## config.mk

```make
export PLATFORM = sky130hd
export DESIGN_NAME = message_header_byte_parser
export DESIGN_NICKNAME = d
export VERILOG_FILES = /design/src/sv/mhbp_pkg.sv /design/src/sv/message_header_byte_parser.sv /design/src/sv/mhbp_parser.sv
export SDC_FILE = /design/constraint.sdc
export NUM_CORES = 1
export LEC_CHECK = 0
export BUFFER_PORTS_ARGS = -buffer_cell sky130_fd_sc_hd__buf_2
export CAP_MARGIN = 20
export CORE_MARGIN = 2
export CORE_UTILIZATION = 40
export CTS_BUF_LIST = sky130_fd_sc_hd__clkbuf_8
export DETAILED_ROUTE_END_ITERATION = 10
export PLACE_DENSITY_LB_ADDON = 0.3
export SLEW_MARGIN = 20
export SYNTH_ARGS = -nofsm -noshare
export SYNTH_HDL_FRONTEND = slang
export SYNTH_SLANG_ARGS = --single-unit
```

## constraint.sdc

```tcl
create_clock -name clk -period 9.2 [get_ports clk]
set_input_delay 1.38 -clock clk [delete_from_list [all_inputs] [get_ports clk]]
set_output_delay 1.38 -clock clk [all_outputs]
set_load 0.02 [all_outputs]
```

## src/sv/mhbp_pkg.sv

```systemverilog
// Shared constants and result type for the message header byte parser.
package mhbp_pkg;

    // Field sizes in bytes
    localparam int MAGIC_BYTES  = 4;
    localparam int TYPE_BYTES   = 12;
    localparam int LENGTH_BYTES = 8;

    // Derived widths
    localparam int MAGIC_W     = 8 * MAGIC_BYTES;
    localparam int MAGIC_REG_W = 32;
    localparam int LENGTH_W    = 64;
    localparam int PHASE_W     = 4;
    localparam int TYPE_IDX_W  = 4;

    // Magic word after reset
    localparam logic [MAGIC_REG_W-1:0] MAGIC_RESET = 32'd422021;

    // One result, as reported after every byte
    typedef struct packed {
        logic [LENGTH_W-1:0]   payload_length;
        logic [7:0]            type_byte;
        logic [TYPE_IDX_W-1:0] type_byte_index;
        logic                  type_byte_valid;
        logic [PHASE_W-1:0]    phase;
    } result_t;

endpackage

```

## src/sv/message_header_byte_parser.sv

```systemverilog
// Top level: stream handshakes, input register, magic register and parser core.
//
//  channel | direction | transfer when          | content
//  --------+-----------+------------------------+--------------------------------------
//  s_*     | in        | s_tvalid & s_tready    | one message byte or a restart
//  m_*     | out       | m_tvalid & m_tready    | phase, type byte echo, length so far
//  cfg_*   | in        | cfg_valid & cfg_ready  | expected magic word
//
// Each byte passes the input register, then the parser into the result register.
// One byte is taken every cycle while the output is not stalled; the only loop is
// the parser state update.
// Reset (rst_n low, asynchronous) returns the parser to the magic phase and
// reloads the magic word. A stalled output holds its result; the input register
// frees as soon as its byte moves into the result register.
module message_header_byte_parser
    import mhbp_pkg::*;
(
    input  logic                   clk,
    input  logic                   rst_n,
    input  logic                   s_tvalid,
    output logic                   s_tready,
    input  logic [7:0]             s_tdata,   // [7:0] data_byte
    input  logic                   s_tuser,   // [0] kind
    output logic                   m_tvalid,
    input  logic                   m_tready,
    output logic [79:0]            m_tdata,   // [3:0] phase, [7:4] type_byte_index,
                                              // [15:8] type_byte, [79:16] payload_length
    output logic                   m_tuser,   // [0] type_byte_valid
    input  logic                   cfg_valid,
    output logic                   cfg_ready,
    input  logic [MAGIC_REG_W-1:0] cfg_data
);

    logic                   in_valid_reg;
    logic                   in_kind_reg;
    logic [7:0]             in_byte_reg;
    logic                   out_valid_reg;
    logic [MAGIC_REG_W-1:0] magic_reg;
    logic                   step;
    result_t                result;

    // Move a byte into the result register when that register is free or drains
    assign step      = in_valid_reg && (!out_valid_reg || m_tready);
    assign s_tready  = !in_valid_reg || step;
    assign cfg_ready = 1'b1;

    // Input and output valid flags, magic register
    always_ff @(posedge clk or negedge rst_n)
    begin
        if (!rst_n)
        begin
            in_valid_reg  <= 1'b0;
            out_valid_reg <= 1'b0;
            magic_reg     <= MAGIC_RESET;
        end
        else
        begin
            if (s_tready)
                in_valid_reg <= s_tvalid;
            if (step)
                out_valid_reg <= 1'b1;
            else if (m_tready)
                out_valid_reg <= 1'b0;
            if (cfg_valid)
                magic_reg <= cfg_data;
        end
    end

    // Capture the input payload on each transfer
    always_ff @(posedge clk)
    begin
        if (s_tvalid && s_tready)
        begin
            in_kind_reg <= s_tuser;
            in_byte_reg <= s_tdata;
        end
    end

    mhbp_parser u_parser (
        .clk            (clk),
        .rst_n          (rst_n),
        .step           (step),
        .restart        (in_kind_reg),
        .rx_byte        (in_byte_reg),
        .expected_magic (magic_reg),
        .result         (result)
    );

    // Pack the result onto the master side
    assign m_tvalid = out_valid_reg;
    assign m_tuser  = result.type_byte_valid;
    assign m_tdata  = {result.payload_length, result.type_byte,
                       result.type_byte_index, result.phase};

endmodule

```

## src/sv/mhbp_parser.sv

```systemverilog
// Parser state machine: phase, byte counter, magic and length shifters, result register.
module mhbp_parser
    import mhbp_pkg::*;
(
    input  logic                   clk,
    input  logic                   rst_n,
    input  logic                   step,
    input  logic                   restart,
    input  logic [7:0]             rx_byte,
    input  logic [MAGIC_REG_W-1:0] expected_magic,
    output result_t                result
);

    typedef enum logic [PHASE_W-1:0] {
        PH_MAGIC        = 4'd0,
        PH_MAGIC_DONE   = 4'd1,
        PH_TYPE         = 4'd2,
        PH_TYPE_DONE    = 4'd3,
        PH_LENGTH       = 4'd4,
        PH_LENGTH_DONE  = 4'd5,
        PH_PAYLOAD      = 4'd6,
        PH_PAYLOAD_DONE = 4'd7,
        PH_DISCARD      = 4'd8
    } phase_t;

    phase_t                 phase_reg, phase_next;
    logic [LENGTH_W-1:0]    remaining_reg, remaining_next;
    logic [MAGIC_REG_W-1:0] magic_reg, magic_next;
    logic [LENGTH_W-1:0]    length_reg, length_next;
    result_t                result_reg, result_next;

    // Work out the next parser state and the result for one byte
    always_comb
    begin
        logic [LENGTH_W-1:0] rem_eff;
        logic [LENGTH_W-1:0] len_eff;

        phase_next     = phase_reg;
        remaining_next = remaining_reg;
        magic_next     = magic_reg;
        length_next    = length_reg;
        rem_eff        = remaining_reg;
        len_eff        = length_reg;

        result_next                 = '0;

        if (restart)
        begin
            phase_next     = PH_MAGIC;
            remaining_next = LENGTH_W'(MAGIC_BYTES - 1);
            magic_next     = '0;
            length_next    = '0;
        end
        else
        begin
            case (phase_reg)
                PH_MAGIC:
                begin
                    magic_next = (magic_reg << 8) | MAGIC_REG_W'(rx_byte);
                    if (remaining_reg == '0)
                    begin
                        if (magic_next[MAGIC_W-1:0] == expected_magic[MAGIC_W-1:0])
                            phase_next = PH_MAGIC_DONE;
                        else
                            phase_next = PH_DISCARD;
                    end
                    else
                    begin
                        remaining_next = remaining_reg - 1'b1;
                    end
                end

                PH_MAGIC_DONE, PH_TYPE:
                begin
                    // A byte after the magic word opens the type field
                    if (phase_reg == PH_MAGIC_DONE)
                        rem_eff = LENGTH_W'(TYPE_BYTES - 1);
                    result_next.type_byte_valid = 1'b1;
                    result_next.type_byte_index = TYPE_IDX_W'(TYPE_BYTES - 1)
                                                  - rem_eff[TYPE_IDX_W-1:0];
                    result_next.type_byte       = rx_byte;
                    if (rem_eff == '0)
                    begin
                        phase_next     = PH_TYPE_DONE;
                        remaining_next = '0;
                    end
                    else
                    begin
                        phase_next     = PH_TYPE;
                        remaining_next = rem_eff - 1'b1;
                    end
                end

                PH_TYPE_DONE, PH_LENGTH:
                begin
                    // A byte after the type field opens the length field
                    if (phase_reg == PH_TYPE_DONE)
                    begin
                        rem_eff = LENGTH_W'(LENGTH_BYTES - 1);
                        len_eff = '0;
                    end
                    length_next = (len_eff << 8) | LENGTH_W'(rx_byte);
                    if (rem_eff == '0)
                    begin
                        phase_next     = PH_LENGTH_DONE;
                        remaining_next = '0;
                    end
                    else
                    begin
                        phase_next     = PH_LENGTH;
                        remaining_next = rem_eff - 1'b1;
                    end
                end

                PH_LENGTH_DONE, PH_PAYLOAD:
                begin
                    // A byte after the length field loads the payload count
                    if (phase_reg == PH_LENGTH_DONE)
                        rem_eff = length_reg;
                    if (rem_eff <= LENGTH_W'(1))
                    begin
                        phase_next     = PH_PAYLOAD_DONE;
                        remaining_next = '0;
                    end
                    else
                    begin
                        phase_next     = PH_PAYLOAD;
                        remaining_next = rem_eff - 1'b1;
                    end
                end

                default:
                begin
                    phase_next = PH_DISCARD;
                end
            endcase
        end

        result_next.phase          = phase_next;
        result_next.payload_length = length_next;
    end

    // Hold state and result; advance on each processed byte
    always_ff @(posedge clk or negedge rst_n)
    begin
        if (!rst_n)
        begin
            phase_reg     <= PH_MAGIC;
            remaining_reg <= LENGTH_W'(MAGIC_BYTES - 1);
            magic_reg     <= '0;
            length_reg    <= '0;
            result_reg    <= '0;
        end
        else if (step)
        begin
            phase_reg     <= phase_next;
            remaining_reg <= remaining_next;
            magic_reg     <= magic_next;
            length_reg    <= length_next;
            result_reg    <= result_next;
        end
    end

    assign result = result_reg;

endmodule

```

---- Word level (Yosys, flattened, before mapping) ----
Cells that the tools add are included.
cells by class
  add/subtract/negate cells ............... 5
  magnitude comparators ................... 1
  equal/unequal tests ..................... 9
  multiplexer cells ....................... 33
  bitwise operators ....................... 2
  reduce and logical (&&, ||, !) cells .... 21
operators by type and width
  cell                     count
  $mux W64                 16
  $pmux W64 S4             1
  $sub A64 B1 Y64 const B  4
  $logic_not A64 Y1        3
  $mux W56                 3
  $le A64 B1 Y1 const B    1
  $or A64 B8 Y64           1
  $mux W24                 2
  $eq A32 B32 Y1           1
  $or A32 B8 Y32           1
  $mux W13                 2
  $pmux W4 S4              1
  $eq A4 B3 Y1 const B     3
  $mux W4                  3
  $eq A4 B2 Y1 const B     2
  $reduce_and A2 Y1        3
  $reduce_bool A2 Y1       3
  $reduce_or A2 Y1         3
  $mux W1                  5
  $reduce_bool A5 Y1       1
  $eq A4 B1 Y1 const B     1
  $logic_not A4 Y1         1
  $sub A4 B4 Y4 const A    1
  $ne A3 B2 Y1 const B     1
  other kinds (5)          8
storage, ports and cells
  flip-flop bits (word level) ............. 212
  input port bits ......................... 46
  output and inout port bits .............. 84
  word-level logic and storage cells ...... 83

---- Longest topological paths before layout ----
  depth after elaboration ................. 8
  gate-level depth with buffers ........... 16
  mapped depth without buffers ............ 12

---- Hierarchy ----
A second synthesis with hierarchy kept.
second synthesis, totals
  cells, all modules ...................... 1825
  area, all modules ....................... 15328.5 µm²
modules (own cells, without submodules)
  module                      instances  cells each  area each (µm²)
  mhbp_parser                 1          1738        13603.0
  message_header_byte_parser  1          87          1725.4

---- Least setup slack after synthesis ----
No wires, ideal clock.
  path type ............................... register to register
  start point ............................. register u_parser.result[3] (netlist name)
  end point ............................... register u_parser.remaining_reg[34]
  library setup time ...................... 118 ps
  arrival ................................. 3903 ps
  required time ........................... 9082 ps
  slack ................................... 5179 ps
  cell stages (with the launch flop) ...... 17
  buffers on the path ..................... 5
  clock period less this slack ............ 4021 ps
  cells stage by stage .................... dfrtp_1 and4bb_2 buf_2 buf_2 buf_4 buf_2 mux2i_1 ha_1 nor3b_1 mux2i_1 a21oi_1 clkbuf_1 nand3_1 xor2_1 a211oi_1 a21oi_1 a21o_1
RTL lines
  item                  RTL line            RTL
  to (signal assigned)  mhbp_parser.sv:149  remaining_reg <= LENGTH_W'(MAGIC_BYTES - 1);
  to (signal assigned)  mhbp_parser.sv:157  remaining_reg <= remaining_next;
  to (decl)             mhbp_parser.sv:27   logic [LENGTH_W-1:0] remaining_reg, remaining_next;

==> flow_summary_export.csv <==
group,metric,value,unit
floorplanning,rows,72,
logic_synthesis,synth.avg_cell_area,8.62,µm²
sta,tns,0,ps
clocking,cts_buffer_depth,3,
floorplanning,die_height,201,µm
clocking,cts_root_buf,"clkbuf_8",
power_and_ir_drop,finalPower,4470,µW
hold_path,hp-class,"reg -> reg",
sta,skew,35.6,ps
routing,antenna_left,0,
logic_synthesis,ys_ff_latch,212,
global_routing,grt_use_total,28.5,%
logic_synthesis,ys_types,88,
cells_and_area,stdcell_count,2400,
floorplanning,die_w,201,µm
logic_synthesis,synth_edf_count,9,
clocking,htreeDepth,2,
floorplanning,die_area,0.0405,mm²
routing,viasPerCell,6.64,
global_routing,grt_max_degree,89,
setup_path,worstPathArrival,5480,ps
clocking,cts_resized,0,
logic_synthesis,syn_nets,1859,
placed_design,gp_congestion,0.973,
routing,wl,59400,µm
sta,worst_pin_slew,1240,ps
sta,grt_setup_unrepaired,"no",
logic_synthesis,synth-async-reset-ratio,95.8,%
logic_synthesis,yosys_warnings,0,
sta,setup_ws,4170,ps
sta,max_freq,199,MHz
cells_and_area,antenna_cells,0,
power_and_ir_drop,worst_ir_drop_vdd,0.195,mV
clocking,clk_pin_slew,60,ps
floorplanning,start_util,40.4,%
cells_and_area,final_cell_area,0.0174,mm²
sta,finalCriticalPeriod,5030,ps
logic_synthesis,synth_flop_cell,"dfrtp_1",
placed_design,dp.cells,2330,
routing,post_drt_wl_per_cell,24.7,µm
sta,max-slew-margin-rel,17.0,%
placed_design,place_area,0.0166,mm²
logic_synthesis,synth_cells,1806,
setup_path,r2r_cells,10,
placed_design,dp.final_hpwl,40900,µm
global_routing,antenna_found_initial,0,
routing,drcViolationCount,0,
setup_path,cp-end-kind,"flop",
power_and_ir_drop,leakagePower,0.00747,µW
flow_run,maxCapViolCount,0,
hold_path,min_from,"u_parser.result[4]",
sta,fin_crit_sh,54.7,%
cells_and_area,drive_above_1_share,16.5,%
setup_path,worstPathRequired,9650,ps
placed_design,place_ws,4380,ps
floorplanning,ios,130,
global_routing,grt-ovfl-total,0,
setup_path,r2r_start,"u_parser.result[2]",
routing,first_iter_violations,2067,
routing,via_count,15900,
sta,final-setup-viol-count,0,
setup_path,crit_fanout,60,
global_routing,grt_pass1_vias,15300,
routing,drtPass1Iterations,8,
sta,maxSlewViolCount,0,
clocking,cts.sinks,212,
logic_synthesis,syn-cell-area,0.0156,mm²
outcome,status,"finished clean",
global_routing,grt_pass1_wl,91000,µm
power_and_ir_drop,p_per_area,257,mW/mm²
floorplanning,core,0.0386,mm²
clocking,cts_tree,"yes",
setup_path,path_class,"reg -> reg",
placed_design,port_buffers,128,
clocking,postCtsHoldBufs,0,
setup_path,cp-startpoint,"u_parser.result[2]",
cells_and_area,final_nets,1906,
logic_synthesis,ys_seq_area_share,34.5,%
cells_and_area,area_growth,11.7,%
clocking,worstSkewPairLatency,590,ps
clocking,post-cts-setup-buffer-count,0,
clocking,cts_buffers,38,
setup_path,cp-start-kind,"flop",
hold_path,hold_depth,2,
sta,hold_viol_final,0,
-- cell families after synthesis --
| group | synth area share (%) |
|---|---|
| AOI/OAI and AO/OA | 23.7 |
| xor gates and xnor gates | 7.60 |
| adders and majority gates | 0.563 |
| buffers and inverters | 4.71 |
| DFF | 34.5 |
| muxes | 6.25 |
| other | 0.0241 |
| and+or+nand+nor | 22.7 |
-- routing by layer --
layer / GRT usage (%) / part of all wire, %
met5: 0 / 0
met4: 15.3 / 6.2
met3: 6.75 / 10
met2: 43.5 / 43
met1: 37.5 / 40
-- worst paths after layout --
path                                              end  slack (ps)
max                        u_parser.remaining_reg[24]        4170
min                                u_parser.result[4]         480
max reg2reg                u_parser.remaining_reg[24]        4170
min reg2reg                        u_parser.result[4]         480
max in group asynchronous                magic_reg[1]        7020
min in group asynchronous     u_parser.length_reg[45]         830
-- Yosys cell counts, types with 8 or more instances --
| master | instances | share of area, % |
|---|---|---|
| o21a_1 | 9 | 0.43 |
| a21o_1 | 17 | 0.82 |
| nor2_1 | 102 | 2.5 |
| nand2b_1 | 13 | 0.52 |
| xor2_1 | 43 | 2.4 |
| clkbuf_1 | 105 | 2.5 |
| a32oi_1 | 9 | 0.51 |
| o31ai_1 | 18 | 0.87 |
| o221ai_1 | 16 | 0.90 |
| a221oi_1 | 9 | 0.51 |
| a22oi_1 | 8 | 0.39 |
| a211oi_1 | 19 | 0.92 |
| o21ai_0 | 105 | 3.4 |
| o211ai_1 | 18 | 0.87 |
| nor4_1 | 60 | 2.4 |
| a22o_1 | 100 | 5.6 |
| nand2_1 | 173 | 4.2 |
| edfxtp_1 | 9 | 1.7 |
| nor3_1 | 93 | 3.0 |
| o22ai_1 | 19 | 0.76 |
| buf_1 | 9 | 0.22 |
| inv_1 | 22 | 0.53 |
| or3_1 | 28 | 1.1 |
| nand3_1 | 64 | 2.1 |
| or4_1 | 13 | 0.63 |
| dfrtp_1 | 193 | 31 |
| nor3b_1 | 10 | 0.48 |
| a21oi_1 | 63 | 2.0 |
| a31oi_1 | 20 | 0.80 |
| buf_2 | 36 | 1.2 |
| o32ai_1 | 12 | 0.68 |
| dfstp_2 | 10 | 1.7 |
| xnor2_1 | 92 | 5.2 |
| mux2_2 | 34 | 2.5 |
| nand4_1 | 40 | 1.6 |
| o21ai_1 | 11 | 0.35 |
| mux2i_1 | 59 | 3.8 |
| and2_1 | 11 | 0.44 |
| nand3b_1 | 9 | 0.43 |
-- cell type report --
cell class / instances / area (µm²)
clock buffer: 50 / 688
clock inverter: 19 / 126
fill: 3907 / 21200
inverter: 23 / 86.3
multi-input combinational: 1416 / 9570
sequential: 212 / 5360
tap: 518 / 648
timing repair buffer: 162 / 906
-- cell usage in the layout (no fill, tap or decap), types with 50 or more instances in the layout --
cell,count
buf_2,127
nor3_1,89
clkbuf_8,50
nor2_1,102
nand3_1,64
mux2i_1,59
dfrtp_1,193
a22o_1,100
o21ai_0,105
nor4_1,60
nand2_1,173
xnor2_1,92
a21oi_1,63
-- report_power, final --
part / switching [µW] / internal, µW
registers: 204 / 1030
clock network: 439 / 519
logic: 1530 / 749
total: 2170 / 2300
-- stage by stage --
| step | util (%) | hold slack, ps |
|---|---|---|
| 2_1_floorplan | - | 471 |
| 3_3_place_gp | 43.0 | 466 |
| 3_5_place_dp | 43.0 | 470 |
| 4_1_cts | 45.1 | 490 |
| 5_1_grt | 45.1 | 516 |
| 6_report | 45.1 | 483 |
-- worst max-delay path: stages (launching register included) --
cell	delay [ps]
dfrtp_1	690
and4bb_4	380
buf_4	600
nand4_1	380
a22oi_4	470
or4b_4	560
o31ai_4	830
buf_4	430
o221ai_1	190
a31oi_1	210
o21ai_1	80
Power figures use the tool's default switching activity.
